File: config.mk
export PLATFORM = sky130hd
export DESIGN_NAME = dpps_front_scan
export DESIGN_NICKNAME = d
export VERILOG_FILES = /design/src/rtl/dpps_front_scan.sv
export SDC_FILE = /design/constraint.sdc
export NUM_CORES = 1
export LEC_CHECK = 0
export BUFFER_PORTS_ARGS = -buffer_cell sky130_fd_sc_hd__buf_2
export CAP_MARGIN = 15
export CORE_MARGIN = 8
export CORE_UTILIZATION = 53
export DETAILED_ROUTE_END_ITERATION = 16
export PLACE_DENSITY = 0.78
export SYNTH_ARGS = -nofsm -noshare
export SYNTH_HDL_FRONTEND = slang
export SYNTH_SLANG_ARGS = --single-unit
File: constraint.sdc
create_clock -name clock -period 8.8 [get_ports clock]
set_clock_uncertainty 0.1 [all_clocks]
set_input_delay 1.76 -clock clock [delete_from_list [all_inputs] [get_ports clock]]
set_output_delay 1.76 -clock clock [all_outputs]
set_load 0.01 [all_outputs]
File: src/rtl/dpps_front_scan.sv
module dpps_front_scan (
   input  logic        clock,
   input  logic        reset,
   input  logic        clear,
   input  logic        take,
   input  logic [31:0] delay,
   input  logic [31:0] power,
   output logic        on_front
);

   logic        have_run_ff, min_vld_ff;
   logic [31:0] run_power_ff, run_delay_ff, min_ff;
   logic        new_run, mp_vld;
   logic [31:0] mp, rf;

   always_comb begin
      new_run = !have_run_ff || (power != run_power_ff);
      rf      = new_run ? delay : run_delay_ff;
      if (new_run) begin
         mp_vld = have_run_ff;
         mp     = (min_vld_ff && min_ff < run_delay_ff) ? min_ff : run_delay_ff;
      end else begin
         mp_vld = min_vld_ff;
         mp     = min_ff;
      end
      on_front = (delay == rf) && (!mp_vld || delay < mp);
   end

   always_ff @(posedge clock) begin
      if (reset || clear) begin
         have_run_ff <= 1'b0;
         min_vld_ff  <= 1'b0;
      end else if (take) begin
         have_run_ff  <= 1'b1;
         min_vld_ff   <= mp_vld;
         run_power_ff <= power;
         run_delay_ff <= rf;
         min_ff       <= mp;
      end
   end

endmodule

==> results by group <==
Detailed routing
  – First-pass iteration count of the detailed router: 5
  – DRC violation count after routing: 0
  – ANT nets after route: 0
  – Via count: approximately 4.4k
  – DRC violation total after the first TritonRoute iteration: 338
  – Routed wire length per instance: 17.36 um
  – Total wire length: 13,370 um
  – Mean number of vias per cell: between 5 and 6

Timing
  – Min Tclk post-route: between 7 and 8 ns
  – Final max-slew violation count: 0
  – Transition time at the pin with the least slew margin: 0.8558 ns
  – Final Setup Violations: 0
  – RSZ-0062 raised after global routing: no
  – Hold Slack: just over 0.4 ns
  – Post-route setup TNS: 0 ns
  – Highest clock rate: between 100 and 150 MHz
  – Final number of hold-violating endpoints: 0
  – Slew headroom: 42.95%
  – Post-route fraction of the period consumed by the critical path: 88.21%

Die
  – Number of rows created at floorplan: 38
  – Starting density of the core: a little over half
  – Die extent in y: 121.8 um
  – X dimension of the die: 121.8 um
  – Top-level I/O count: approximately 70
  – Area enclosed by the die boundary: about 0.015 sq mm
  – Area of the core region: around 0.011 sq mm

Synthesis
  – Area share of and/or/nand/nor cells after synthesis: 10.43%
  – Mux share of post-synthesis cell area: less than 1%
  – Area fraction in compound gates after synthesis: about 13%
  – Warnings from Yosys: 0
  – Largest cells by area after synthesis: sky130_fd_sc_hd__edfxtp_1 (49%), sky130_fd_sc_hd__ha_1 (13%), sky130_fd_sc_hd__xnor2_1 (7.8%)
  – Synthesized area divided by synthesized cell count: 10.68 sq um
  – Total nets after synthesis: slightly below 700
  – Yosys top cell by area: sky130_fd_sc_hd__edfxtp_1
  – Post-Synth XOR/XNOR Area: 8.126%
  – Most instantiated library cell after synthesis: sky130_fd_sc_hd__edfxtp_1
  – Area fraction of the dominant cell type after synthesis: a little under 50%
  – Number of enable-type register cells in the synthesized netlist: 96
  – Largest family of logic cells by synthesized area: compound AO/OA/AOI/OAI gates
  – Dominant synthesized flop cell: sky130_fd_sc_hd__edfxtp_1
  – Proportion of synthesized flip-flops having asynchronous set or reset: 0%
  – Share of synthesized area occupied by flip-flops and latches: between 40% and 50%
  – Area share of fa/ha/maj cells after synthesis: roughly an eighth
  – Post-synthesis cell area: around 0.0059 sq mm
  – Count of unique library cells instantiated by Yosys: 43
  – Most common library cells after synthesis: sky130_fd_sc_hd__edfxtp_1 (96), sky130_fd_sc_hd__nand2_1 (75), sky130_fd_sc_hd__inv_1 (65), sky130_fd_sc_hd__ha_1 (62), sky130_fd_sc_hd__o21ai_0 (54)
  – Instance count of the mapped netlist: 555
  – Register bit total from synthesis: 98

Status
  – Result of the run: finished, final reports clean

Power
  – P_int: between 700 and 800 uW
  – Seq pwr share: between 50% and 60%
  – Portion of total power attributed to the clock network: between 20% and 30%
  – Pwr/cell area: 146.4 mW/mm^2
  – LEAKAGE: ~2.7 nW
  – Post-route total power: 969.5 uW
  – Switching share of power: around 27%
  – Worst supply voltage drop on vdd: between 0.07 and 0.08 mV
  – Net Switching: approximately 260 uW
  – Combinational power share: 14.5%

Clock network
  – Deepest clock path buffer count: 2
  – Post-CTS Hold Buffers: 0
  – TritonCTS clock tree: yes
  – Level count of the clock H-tree: 3
  – CTS clk-pin slew, worst paths: 0.09 ns
  – Clock buffer count from CTS: 9
  – Clock Sinks: a little under 100
  – Buffer type at the clock tree root: sky130_fd_sc_hd__clkbuf_8
  – Worst skew pair latency: roughly 0.39 ns
  – Post-CTS setup buffers: 0
  – Post-cts resize count: 0

Setup path
  – Critical Path Fanout Max: 32
  – Worst endpoint required time: a little under 7 ns
  – Setup CP Type: in2out
  – Capturing element type of the critical path: output pin
  – Startpoint class of the critical path: input pin
  – Crit path DAT: 5.90 ns

Place
  – Instance count after placement with tap cells included: roughly 750
  – Number of port buffers: 68
  – Total cell area at the placement stage: 0.006437 sq mm
  – Detailed placement HPWL: 10,010 um
  – Global placement routability congestion: approximately 0.87

Cells and area
  – Fin area: roughly 0.0066 sq mm
  – Antenna cells: 0
  – Filler cell count in the final layout: 903
  – Fraction of final layout cells sized beyond drive strength 1: 14.92%
  – Filler-free cell count of the finished design: 770
  – Final net count: about 760
  – Growth of design area from synthesis to finish: 11.71%

GRT
  – Aggregate global-route resource usage: between 10% and 20%
  – Largest net degree at the start of global routing: 65
  – Global-route congestion overflow total: 0
  – Via count of the first global-routing pass: around 4.5k
  – Antenna violations before repair: 0
  – First-pass GRT wire length: 22,140 um

Min path
  – Worst min path class: reg2reg

Flow run
  – Max-Cap Viols: 0
[path summary, 6_finish.rpt]
kind                     from  cells after the start  slack (ns)           to
min reg2reg       have_run_ff                      2        0.41  have_run_ff
max                 power[15]                     19        1.04     on_front
max reg2reg  run_delay_ff[19]                      9        5.27    min_ff[0]
min               have_run_ff                      2        0.41  have_run_ff
[placed cells by master, fill, tap and decap left out, types with 2 or more instances in the layout]
cell	count
sky130_fd_sc_hd__buf_4	4
sky130_fd_sc_hd__a211oi_1	2
sky130_fd_sc_hd__a21o_1	4
sky130_fd_sc_hd__dfxtp_1	2
sky130_fd_sc_hd__nand2b_1	5
sky130_fd_sc_hd__inv_1	65
sky130_fd_sc_hd__nor2_1	10
sky130_fd_sc_hd__edfxtp_1	96
sky130_fd_sc_hd__xor2_1	2
sky130_fd_sc_hd__a22o_1	3
sky130_fd_sc_hd__o21a_1	24
sky130_fd_sc_hd__nor4_1	7
sky130_fd_sc_hd__a21oi_1	20
sky130_fd_sc_hd__clkbuf_8	9
sky130_fd_sc_hd__inv_8	2
sky130_fd_sc_hd__o211ai_1	2
sky130_fd_sc_hd__a2111oi_0	4
sky130_fd_sc_hd__buf_2	68
sky130_fd_sc_hd__o21ai_0	54
sky130_fd_sc_hd__nand2_1	75
sky130_fd_sc_hd__nor3_1	4
sky130_fd_sc_hd__xnor2_1	53
sky130_fd_sc_hd__inv_6	2
sky130_fd_sc_hd__o22ai_1	2
sky130_fd_sc_hd__ha_1	62
sky130_fd_sc_hd__nand4_1	25
[per-stage QoR]
step                      worst slack [ns]  util, %
after floorplan                      2.176        -
after global placement               1.214    59.12
after CTS                            1.033    60.83
final                                1.037    60.83
after detailed placement             1.069    59.12
after global routing                0.5370    60.83
[power groups by stage]
stage	clock (mW)	sequential [mW]	combinational, mW
2_1_floorplan	0	0.553	0.0868
3_3_place_gp	0	0.553	0.135
3_5_place_dp	0	0.554	0.139
4_1_cts	0.291	0.544	0.141
5_1_grt	0.305	0.546	0.159
6_report	0.285	0.544	0.141
[layout make-up]
| cell class | count | area, sq um | area share, % |
|---|---|---|---|
| sequential | 98 | 2923 | 44.13 |
| multi-input combinational | 379 | 2725 | 41.15 |
| timing repair buffer | 72 | 370.4 | 5.592 |
| inverter | 65 | 244.0 | 3.684 |
| tap | 140 | 175.2 | 2.645 |
| clock buffer | 9 | 123.9 | 1.870 |
| clock inverter | 7 | 61.31 | 0.9258 |
[critical path: stages]
cell                        delay (ns)
sky130_fd_sc_hd__buf_2            0.11
sky130_fd_sc_hd__xnor2_1          0.13
sky130_fd_sc_hd__nand4_1          0.12
sky130_fd_sc_hd__nor4_1           0.58
sky130_fd_sc_hd__nand3_2          0.23
sky130_fd_sc_hd__o21ai_4          0.34
sky130_fd_sc_hd__nand2_1          0.10
sky130_fd_sc_hd__o21ai_0          0.13
sky130_fd_sc_hd__inv_1            0.07
sky130_fd_sc_hd__ha_1             0.30
sky130_fd_sc_hd__a21oi_1          0.17
sky130_fd_sc_hd__nor2_1           0.07
sky130_fd_sc_hd__a2111oi_0        0.42
sky130_fd_sc_hd__o21bai_1         0.12
sky130_fd_sc_hd__a211oi_1         0.34
sky130_fd_sc_hd__o211ai_1         0.22
sky130_fd_sc_hd__nor4b_2          0.31
sky130_fd_sc_hd__o41a_1           0.20
sky130_fd_sc_hd__buf_2            0.15
[registers in the layout, indices dropped and copies added, names as in the netlist]
register / cells
min_ff: 32
run_delay_ff: 32
run_power_ff: 32
have_run_ff: 1
min_vld_ff: 1
[metal layers]
metal	vias to the layer above	part of all wire [%]	track usage (%)	wire [um]
met5	-	0	0	0
met4	0	2.0	7.479	267
met3	24	5.4	3.239	726
met2	123	50	31.81	6669
met1	2076	43	23.63	5705
li1	2146	-	-	-
[cells by family after synthesis]
| logic type | count (synthesis) |
|---|---|
| flip-flops | 98 |
| AO/OA/AOI/OAI | 127 |
| multiplexers | 3 |
| buffers and inverters | 78 |
| adder cells (fa/ha/maj) | 62 |
| XOR/XNOR | 55 |
| AND/OR/NAND/NOR | 132 |
No activity file was read; power rests on OpenSTA's default activity.
