==> src/rtl/dpps_pkg.sv <==
package dpps_pkg;

   localparam int SLOT_W      = 6;
   localparam int GROUP_W     = 4;
   localparam int NUM_GROUPS  = 16;
   localparam int COUNT_OUT_W = 7;

   typedef struct packed {
      logic               valid;
      logic [SLOT_W-1:0]  slot;
      logic [GROUP_W-1:0] group;
      logic [31:0]        delay;
      logic [31:0]        power;
      logic [7:0]         driven_cap;
      logic [7:0]         out_slew;
      logic [7:0]         load_cap;
      logic [7:0]         in_slew;
      logic [31:0]        pattern;
   } entry_type;

   typedef struct packed {
      logic load;
      logic rotate;
      logic clear;
   } cell_ctrl_type;

   // front order: power, delay, three keys ascending, in_slew descending,
   // pattern, then load slot
   function automatic logic goes_before(entry_type a, entry_type b);
      logic r;
      if (a.power != b.power)                r = a.power < b.power;
      else if (a.delay != b.delay)           r = a.delay < b.delay;
      else if (a.driven_cap != b.driven_cap) r = a.driven_cap < b.driven_cap;
      else if (a.out_slew != b.out_slew)     r = a.out_slew < b.out_slew;
      else if (a.load_cap != b.load_cap)     r = a.load_cap < b.load_cap;
      else if (a.in_slew != b.in_slew)       r = a.in_slew > b.in_slew;
      else if (a.pattern != b.pattern)       r = a.pattern < b.pattern;
      else                                   r = a.slot < b.slot;
      return r;
   endfunction

endpackage

==> src/rtl/dpps_cell.sv <==
module dpps_cell (
   input  logic                    clock,
   input  logic                    reset,
   input  dpps_pkg::cell_ctrl_type ctrl,
   input  dpps_pkg::entry_type     new_entry,
   input  dpps_pkg::entry_type     prev_entry,
   input  logic                    prev_ins,
   input  dpps_pkg::entry_type     next_entry,
   output dpps_pkg::entry_type     own_entry,
   output logic                    ins
);

   dpps_pkg::entry_type entry_ff;

   // new entry lands here or pushes this one down
   assign ins       = !entry_ff.valid || dpps_pkg::goes_before(new_entry, entry_ff);
   assign own_entry = entry_ff;

   always_ff @(posedge clock) begin
      if (reset) begin
         entry_ff.valid <= 1'b0;
      end else if (ctrl.clear) begin
         entry_ff.valid <= 1'b0;
      end else if (ctrl.load && ins) begin
         entry_ff <= prev_ins ? prev_entry : new_entry;
      end else if (ctrl.rotate) begin
         entry_ff <= next_entry;
      end
   end

endmodule

==> config.mk <==
export PLATFORM = sky130hd
export DESIGN_NAME = dpps_cell
export DESIGN_NICKNAME = d
export VERILOG_FILES = /design/src/rtl/dpps_pkg.sv /design/src/rtl/dpps_cell.sv
export SDC_FILE = /design/constraint.sdc
export NUM_CORES = 1
export LEC_CHECK = 0
export BUFFER_PORTS_ARGS = -buffer_cell sky130_fd_sc_hd__buf_2
export CORE_AREA = 2 2 217 219
export CTS_BUF_LIST = sky130_fd_sc_hd__clkbuf_16
export DETAILED_ROUTE_END_ITERATION = 10
export DIE_AREA = 0 0 219 221
export GPL_TIMING_DRIVEN = 0
export MAX_ROUTING_LAYER = met4
export PLACE_DENSITY_LB_ADDON = 0.15
export SYNTH_ARGS = -nofsm -noshare
export SYNTH_HDL_FRONTEND = slang
export SYNTH_SLANG_ARGS = --single-unit
==> constraint.sdc <==
create_clock -name clock -period 14.9 [get_ports clock]
set_clock_uncertainty 0.1 [all_clocks]
set_input_delay 0.745 -clock clock [delete_from_list [all_inputs] [get_ports clock]]
set_output_delay 0.745 -clock clock [all_outputs]
set_load 0.005 [all_outputs]
==> results of run 1 <==
[stage by stage]
| stage | setup TNS (ns) | hold WS (ns) |
|---|---|---|
| 5_1_grt | 0 | 0.3721 |
| 2_1_floorplan | 0 | 0.5934 |
| 4_1_cts | 0 | 0.3414 |
| 3_5_place_dp | 0 | 0.6615 |
| 3_3_place_gp | -1080.23 | 0.6585 |
| 6_report | 0 | 0.3957 |
[worst register-to-register path, delay by kind of cell (launching register included)]
family / cells / cell delay (ns)
flip-flops: 1 / 0.36
AND/OR/NAND/NOR: 5 / 1.78
buffers and inverters: 10 / 1.70
AO/OA/AOI/OAI: 3 / 1.46
adder cells (fa/ha/maj): 1 / 0.30
[final cells by class]
class | instances | area [µm²]
inverter | 137 | 514.2
tap | 607 | 759.5
clock inverter | 15 | 157.7
clock buffer | 17 | 425.4
sequential | 139 | 4164
multi-input combinational | 763 | 5801
antenna | 10 | 25.02
timing repair buffer | 572 | 3010
buffer | 62 | 262.8
fill | 4963 | 30940
[layer usage]
| layer | wire length [µm] | vias to the layer above | part of all wire, % | global-route usage (%) |
|---|---|---|---|---|
| met5 | 0 | - | 0 | - |
| li1 | - | 5271 | - | - |
| met2 | 22360 | 363 | 49 | 31.87 |
| met4 | 1020 | 0 | 2.2 | 7.171 |
| met3 | 2888 | 50 | 6.3 | 4.247 |
| met1 | 19650 | 5066 | 43 | 22.70 |
[synthesized netlist by cell type, types with 2 or more instances]
cell         n
a2111oi_4    3
a211oi_1     5
a21boi_0     2
a21o_1      16
a21oi_1     44
a221oi_1     3
a311oi_1     2
and4_1       3
buf_2        3
buf_6        2
clkbuf_1    48
clkbuf_2     9
edfxtp_1   138
ha_1       133
inv_1      137
mux2i_1    139
nand2_1     25
nand2b_1     5
nand3_1     10
nand4_1     25
nor2_1      15
nor2b_1      4
nor3_1       3
nor4_1       5
o2111ai_1    2
o211a_1      2
o211ai_1     2
o21a_1       2
o21ai_0    285
o21ai_1      9
[power by group]
group / leakage (µW) / switching (µW) / internal (µW)
clock network: 0.000292 / 189 / 259
registers: 0.00130 / 8.96 / 457
logic: 0.00573 / 141 / 123
[kinds of logic after synthesis]
family / Yosys count
multiplexers: 140
AND/OR/NAND/NOR: 102
flip-flops: 139
buffers and inverters: 199
AO/OA/AOI/OAI: 388
adder cells (fa/ha/maj): 133
[how the worst max path moves through the flow]
| stage | slack, ns | endpoint | start | cells after the start |
|---|---|---|---|---|
| after floorplan | 0.73 | own_entry[0]$_DFFE_PP_ | new_entry[64] | 13 |
| after global placement | -7.85 | own_entry[63]$_DFFE_PP_ | new_entry[95] | 13 |
| after detailed placement | 8.20 | own_entry[56]$_DFFE_PP_ | new_entry[95] | 19 |
| after CTS | 8.64 | own_entry[63]$_DFFE_PP_ | own_entry[95]$_DFFE_PP_ | 19 |
| after global routing | 8.57 | own_entry[63]$_DFFE_PP_ | own_entry[95]$_DFFE_PP_ | 19 |
| final | 8.89 | own_entry[103]$_DFFE_PP_ | own_entry[95]$_DFFE_PP_ | 19 |
==> qor.txt, run 1 <==
largest net degree at the start of global routing: 17
Largest register FFs: 139
Slew headroom: 10.75%
FF+latch count, synth: 139
NumNets Final: 2248
largest family of logic cells by synthesized area: compound AO/OA/AOI/OAI gates
pwr dens: 77.98 nW/µm²
reg2reg start: own_entry[95]$_DFFE_PP_
CP Max Fanout: 16
Adder-Cell Fraction of Synth Area: 15.51%
Post-synth EDFFs: 138
ys flop type: edfxtp_1
fmax: 0.1665 GHz
Pleak: 0.007324 µW
kind of critical path: reg2reg
Initial Util: 23.29%
CTS Hold Bufs: 0
commonest non-fill, non-tap cell in the layout: buf_2
via/cell ratio: 4.630
post-synth top area cell: edfxtp_1
residual DRC count: 0
fin util: 32.82%
Cells after DPL: 2280
Synth Net Count: 1657
Mapped Area: 10730 µm²
Final Wtd Congestion: 0.8986
Worst Hold Depth: 2
Design Area, Final: 15120 µm²
maxcap violations: 0
Warnings, synthesis: 0
endpoints failing setup: 0
average wire per cell in the routed design: 19.78 µm
GRT Residual Overflow: 0
Synth Instances: 1101
Worst Setup End Kind: register
Worst Hold Class: in2reg
Place WS: 8.196 ns
Yosys cell types: 50
worst slew pin tran: 1.339 ns
Area contributors post-synth: edfxtp_1 39%, ha_1 16%, o21ai_0 13%
Avg Cell Area, Syn: 9.745 µm²
Die ar.: 48400 µm²
initial antenna violation count: 9
Post-Synth XOR/XNOR Area: 0%
TritonCTS Buffers: 17
vias: 10750
WP data arrival: 6.09 ns
simple-gate share of the synthesized area: 5.108%
Vert. Die Dim: 221 µm
clock transition at the registers of the reported paths: 0.07 ns
WHS Endpoint: own_entry[138]$_SDFFE_PP0P_
Area Overhead vs Synth: 40.92%
Routed WL: 45.92 mm
minimum clock period: 6.006 ns
Worst-Skew Late Latency: 0.48 ns
final cell count without fillers: 2322
DP Wirelength: 38.73 mm
final worst-path cycle share: 40.31%
family with the most delay on the worst path: simple AND/OR/NAND/NOR gates
Buf+Inv Stages, Crit Path: 10
first-pass GRT wire length: 66.88 mm
total power: 1179 µW
Worst Hold Launch: ctrl[0]
clk buf depth: 2
Synth Area in Compound Gates: 20.26%
CTS tree: built
post-synthesis sequential area ratio: 38.81%
Final Hold Viols: 0
end of the worst register-to-register path: own_entry[103]$_DFFE_PP_
CP Cell Sequence: inv_1 > ha_1 > nand4_1 > or3_1 > nor4_1 > nand3_1 > a311oi_1 > o21ai_2 > or2_0 > buf_2 > buf_6 > buf_6 > a211oi_4 > buf_8 > buf_16 > buf_8 > buf_8 > buf_16 > buf_16
CORE AREA: 46060 µm²
DR pass1 iterations: 8
run status: completed
I/O pins: 563
layout cells sized above 1: 36.54%
Critical Path RT: 14.99 ns
clk root buf: clkbuf_16
mux cell area share after synthesis: 13.07%
Max Slew Vio Count: 0
setup slack, reg-to-reg: 8.89 ns
Slowest-stage cell, CP: nor4_1
FP Rows: 79
First DRT Iteration DRCs: 499
Slowest Stage Delay on Critical Path: 0.78 ns
Die Width: 219 µm
CTS H-tree depth: 4
asr flop ratio synth: 0%
CTS Sinks: 139
worst setup margin: 8.894 ns
r2r worst-path depth: 19
Peak VDD IR: 0.05010 mV
I/O Buffers: 561
Worst setup SP type: register
commonest non-fill, non-tap cells in the layout: 564 x buf_2, 285 x o21ai_0, 139 x inv_1, 139 x mux2i_1, 138 x edfxtp_1
RSZ-0062 raised after global routing: false
vias in the first global route: 10930
Post-CTS Resized: 0
Placed Area: 14510 µm²
Post-DRT Antenna Nets: 0
post-synth top area share: 38.62%
Post-CTS Setup Inserts: 0
GRT Util Overall: 19.23%
(Power assumes the default switching activity.)
==> run 2: changes to the inputs <==
==> constraint.sdc (replaced) <==
create_clock -name clock -period 5.5 [get_ports clock]
set_clock_uncertainty 0.1 [all_clocks]
set_input_delay 0.275 -clock clock [delete_from_list [all_inputs] [get_ports clock]]
set_output_delay 0.275 -clock clock [all_outputs]
set_load 0.005 [all_outputs]
==> qor.txt, run 2 (synthesis results as in run 1) <==
kind of critical path: reg2reg
TritonCTS Buffers: 17
Critical Path RT: 5.59 ns
GRT Residual Overflow: 0
I/O Buffers: 561
first-pass GRT wire length: 68.30 mm
endpoints failing setup: 0
CORE AREA: 46060 µm²
layout cells sized above 1: 34.82%
Peak VDD IR: 0.1457 mV
maxcap violations: 0
Final Wtd Congestion: 0.8948
Final Hold Viols: 0
Initial Util: 23.29%
fmax: 0.1989 GHz
CP Max Fanout: 16
worst slew pin tran: 1.300 ns
via/cell ratio: 4.616
vias in the first global route: 11320
Routed WL: 47.26 mm
initial antenna violation count: 13
commonest non-fill, non-tap cell in the layout: buf_2
run status: completed
Post-DRT Antenna Nets: 0
total power: 3236 µW
clock transition at the registers of the reported paths: 0.07 ns
CTS H-tree depth: 4
fillers: 4842
Area Overhead vs Synth: 51.44%
Worst Setup End Kind: register
residual DRC count: 0
Reg area: 4164 µm²
Die ar.: 48400 µm²
vias: 11240
pwr dens: 199.2 nW/µm²
Worst-Skew Late Latency: 0.48 ns
Multi-input gate area: 5854 µm²
setup TNS: 0 ns
DR pass1 iterations: 5
Worst Hold Class: in2reg
Vert. Die Dim: 221 µm
crit path from: own_entry[95]$_DFFE_PP_
NumNets Final: 2358
Die Width: 219 µm
Pleak: 0.007763 µW
I/O pins: 563
clk root buf: clkbuf_16
DP Wirelength: 38.85 mm
First DRT Iteration DRCs: 563
GRT Util Overall: 19.57%
Max Slew Vio Count: 0
largest net degree at the start of global routing: 17
Largest register FFs: 139
CTS tree: built
final worst-path cycle share: 91.42%
minimum clock period: 5.028 ns
WP data arrival: 5.11 ns
commonest non-fill, non-tap cells in the layout: 564 x buf_2, 285 x o21ai_0, 139 x mux2i_1
average wire per cell in the routed design: 19.41 µm
CTS Sinks: 139
clk buf depth: 2
FP Rows: 79
Worst Hold Launch: next_entry[68]
Worst setup SP type: register
Slew headroom: 13.33%
reg2reg start: own_entry[95]$_DFFE_PP_
RSZ-0062 raised after global routing: false
## run 2: power by group
group	switching, µW	internal, µW
clock network	531	655
registers	25.0	1240
logic	402	384
total	958	2280
## run 2: per-stage QoR
stage          cells  cell area (µm²)  hold WS (ns)  util [%]  setup slack, ns
2_1_floorplan   1101            10740        0.2393         -           -1.319
3_3_place_gp    2269            14310        0.4130     31.06           -5.073
3_5_place_dp    2279            14500        0.4103     31.47          -0.6066
4_1_cts         2420            16190     0.0003682     35.16         0.009169
5_1_grt         2435            16250       0.02397     35.27           0.1430
6_report        2435            16250       0.02893     35.27           0.4717
## run 2: area by class of cell
cell class / instances / area share [%]
Antenna cell: 13 / 0.2002
Clock inverter: 15 / 0.8240
Sequential cell: 139 / 25.63
Tap cell: 607 / 4.674
Inverter: 137 / 3.165
Buffer: 62 / 1.617
Multi-Input combinational cell: 763 / 36.03
Timing Repair Buffer: 682 / 25.24
Clock buffer: 17 / 2.618
## run 2: final timing paths
kind	to	slack [ns]	cells after the start
worst max-delay path	own_entry[108]$_DFFE_PP_	0.47	18
worst min-delay path	own_entry[68]$_DFFE_PP_	0.03	3
worst max register to register	own_entry[108]$_DFFE_PP_	0.47	18
worst min register to register	own_entry[0]$_DFFE_PP_	1.12	5
## run 2: layer usage
metal  GRT usage, %  vias to the layer above  wire length [µm]
met3          3.863                       53              2533
met4          7.323                        0              1029
met5              -                        -                 0
li1               -                     5492                 -
met2          32.38                      365             23070
met1          23.40                     5331             20620
## run 2: critical path, stage by stage, from the launching register on
cell and delay (ns):
edfxtp_1 0.37, inv_1 0.05, ha_1 0.28, nand4_1 0.10, or3_1 0.44, nor4_2 0.54
nand3_1 0.24, a311oi_4 0.38, o21ai_2 0.19, or2_0 0.24, buf_2 0.19, buf_6 0.20
buf_6 0.17, a211oi_4 0.27, buf_8 0.20, buf_16 0.17, buf_16 0.17, buf_8 0.19
buf_8 0.19
## run 2: repair_timing
action                     4_1_cts  5_1_grt
resized for setup                7        1
pin swaps                        0        1
hold endpoints to repair       108        0
hold buffers                   109        0
setup endpoints to repair      114       30
buffers inserted                 0        2
==> run 3: changes to the inputs <==
--- a/config.mk
+++ b/config.mk
@@ -13,6 +13,7 @@
 export GPL_TIMING_DRIVEN = 0
 export MAX_ROUTING_LAYER = met4
 export PLACE_DENSITY_LB_ADDON = 0.15
+export RECOVER_POWER = 25
 export SYNTH_ARGS = -nofsm -noshare
 export SYNTH_HDL_FRONTEND = slang
 export SYNTH_SLANG_ARGS = --single-unit
==> qor.txt, run 3 (synthesis results as in run 1) <==
endpoints failing setup: 0
worst slew pin tran: 1.292 ns
Pleak: 0.007522 µW
Design Area, Final: 16140 µm²
RSZ-0062 raised after global routing: false
Final Hold Viols: 0
Worst Hold Launch: next_entry[68]
commonest non-fill, non-tap cells in the layout: 478 x buf_2, 285 x o21ai_0, 139 x mux2i_1
Placed Area: 14500 µm²
average wire per cell in the routed design: 19.40 µm
Initial Util: 23.29%
DP Wirelength: 38.85 mm
commonest non-fill, non-tap cell in the layout: buf_2
Slowest-stage cell, CP: a2111oi_4
Sw Pwr: 957.3 µW
kind of critical path: reg2reg
fillers: 4894
reg2reg start: own_entry[78]$_DFFE_PP_
WHS Endpoint: own_entry[68]$_DFFE_PP_
maxcap violations: 0
CP dominant cell by count: buf_8
Slew headroom: 13.84%
Combinational Power Share: 24.1%
fin util: 35.04%
CTS Sinks: 139
end of the worst register-to-register path: own_entry[108]$_DFFE_PP_
NumNets Final: 2358
Worst Hold Class: in2reg
Die Width: 219 µm
Worst Hold Depth: 3
Multi-input gate area: 5854 µm²
worst setup margin: 0.4506 ns
r2r worst-path depth: 18
run status: completed
Routed WL: 47.24 mm
setup TNS: 0 ns
Max Slew Vio Count: 0
Peak VDD IR: 0.1434 mV
residual DRC count: 0
largest net degree at the start of global routing: 17
Slowest Stage Delay on Critical Path: 0.59 ns
First DRT Iteration DRCs: 538
final cell count without fillers: 2435
Die ar.: 48400 µm²
Critical Path RT: 5.64 ns
Reg area: 4164 µm²
CTS tree: built
FP Rows: 79
Place WS: -0.6066 ns
Buf+Inv Stages, Crit Path: 9
clk buf depth: 2
CP Max Fanout: 16
Area Overhead vs Synth: 50.44%
pwr dens: 200.0 nW/µm²
via/cell ratio: 4.617
clock transition at the registers of the reported paths: 0.07 ns
clk root buf: clkbuf_16
final worst-path cycle share: 91.81%
Largest register FFs: 139
Worst Setup End Kind: register
Int Pwr: 2271 µW
clock group share of total power: 36.7%
sw frac: 29.65%
TritonCTS Buffers: 17
CTS H-tree depth: 4
GRT Residual Overflow: 0
minimum clock period: 5.049 ns
Worst-Skew Late Latency: 0.48 ns
DR pass1 iterations: 5
Final Wtd Congestion: 0.8948
vias in the first global route: 11320
I/O Buffers: 561
layout cells sized above 1: 30.08%
WP data arrival: 5.19 ns
sequential power share: 39.2%
I/O pins: 563
Cells after DPL: 2279
family with the most delay on the worst path: buffers and inverters
CP Cell Sequence: inv_1 > ha_1 > nand4_1 > nor4_2 > nor4b_2 > o31a_1 > o41ai_4 > a2111oi_4 > or2_0 > buf_2 > buf_6 > buf_6 > a211oi_4 > buf_8 > buf_16 > buf_16 > buf_8 > buf_8
fmax: 0.1980 GHz
setup slack, reg-to-reg: 0.45 ns
Worst setup SP type: register
GRT Util Overall: 19.57%
first-pass GRT wire length: 68.30 mm
Post-DRT Antenna Nets: 0
initial antenna violation count: 13
Vert. Die Dim: 221 µm
CORE AREA: 46060 µm²
vias: 11240
-- run 3: worst min-delay path: cells and delay by family --
kind,cells,cell delay (ns)
AOI/OAI and AO/OA,2,0.15
buffers and inverters,1,0.07
-- run 3: repair_timing --
action	in CTS	in global routing
buffers inserted	0	2
hold endpoints to repair	108	0
gates cloned	0	0
setup endpoints to repair	114	30
resized for setup	7	1
hold buffers	109	0
pin swaps	0	1
-- run 3: worst max-delay path by stage --
stage / from / endpoint / slack, ns / cells after the start
CTS: own_entry[95]$_DFFE_PP_ / own_entry[103]$_DFFE_PP_ / 0.009 / 18
floorplan: own_entry[64]$_DFFE_PP_ / own_entry[0]$_DFFE_PP_ / -1.32 / 12
detailed placement: own_entry[95]$_DFFE_PP_ / own_entry[103]$_DFFE_PP_ / -0.61 / 18
global placement: own_entry[95]$_DFFE_PP_ / own_entry[56]$_DFFE_PP_ / -5.07 / 13
global route: own_entry[78]$_DFFE_PP_ / own_entry[102]$_DFFE_PP_ / 0.14 / 18
finish: own_entry[78]$_DFFE_PP_ / own_entry[108]$_DFFE_PP_ / 0.45 / 18
-- run 3: cell type report --
class                           count  area share, %
Antenna cell                       13         0.2016
Buffer                             62          1.628
Clock buffer                       17          2.636
Clock inverter                     15         0.8295
Inverter                          137          3.186
Multi-Input combinational cell    763          36.27
Sequential cell                   139          25.80
Tap cell                          607          4.705
Timing Repair Buffer              682          24.74
-- run 3: routing by layer --
| metal | track usage [%] | wire length, µm | share of wire (%) | vias up |
|---|---|---|---|---|
| li1 | - | - | - | 5494 |
| met1 | 23.40 | 20600 | 44 | 5312 |
| met2 | 32.38 | 23010 | 49 | 376 |
| met3 | 3.863 | 2570 | 5.4 | 60 |
| met4 | 7.323 | 1069 | 2.3 | 0 |
| met5 | - | 0 | 0 | - |
-- run 3: through the flow --
stage	total power, µW	hold slack, ns
finish	3228	0.02938
global route	3393	0.02397
CTS	3278	0.0003682
detailed placement	2009	0.4103
global placement	1998	0.4130
floorplan	1636	0.2393
-- run 3: power groups by stage --
stage	registers, µW	logic [µW]	clock network [µW]
after floorplan	1290	343	0
after detailed placement	1290	723	0
after CTS	1260	794	1220
after global placement	1290	703	0
after global routing	1270	871	1250
final	1260	780	1180
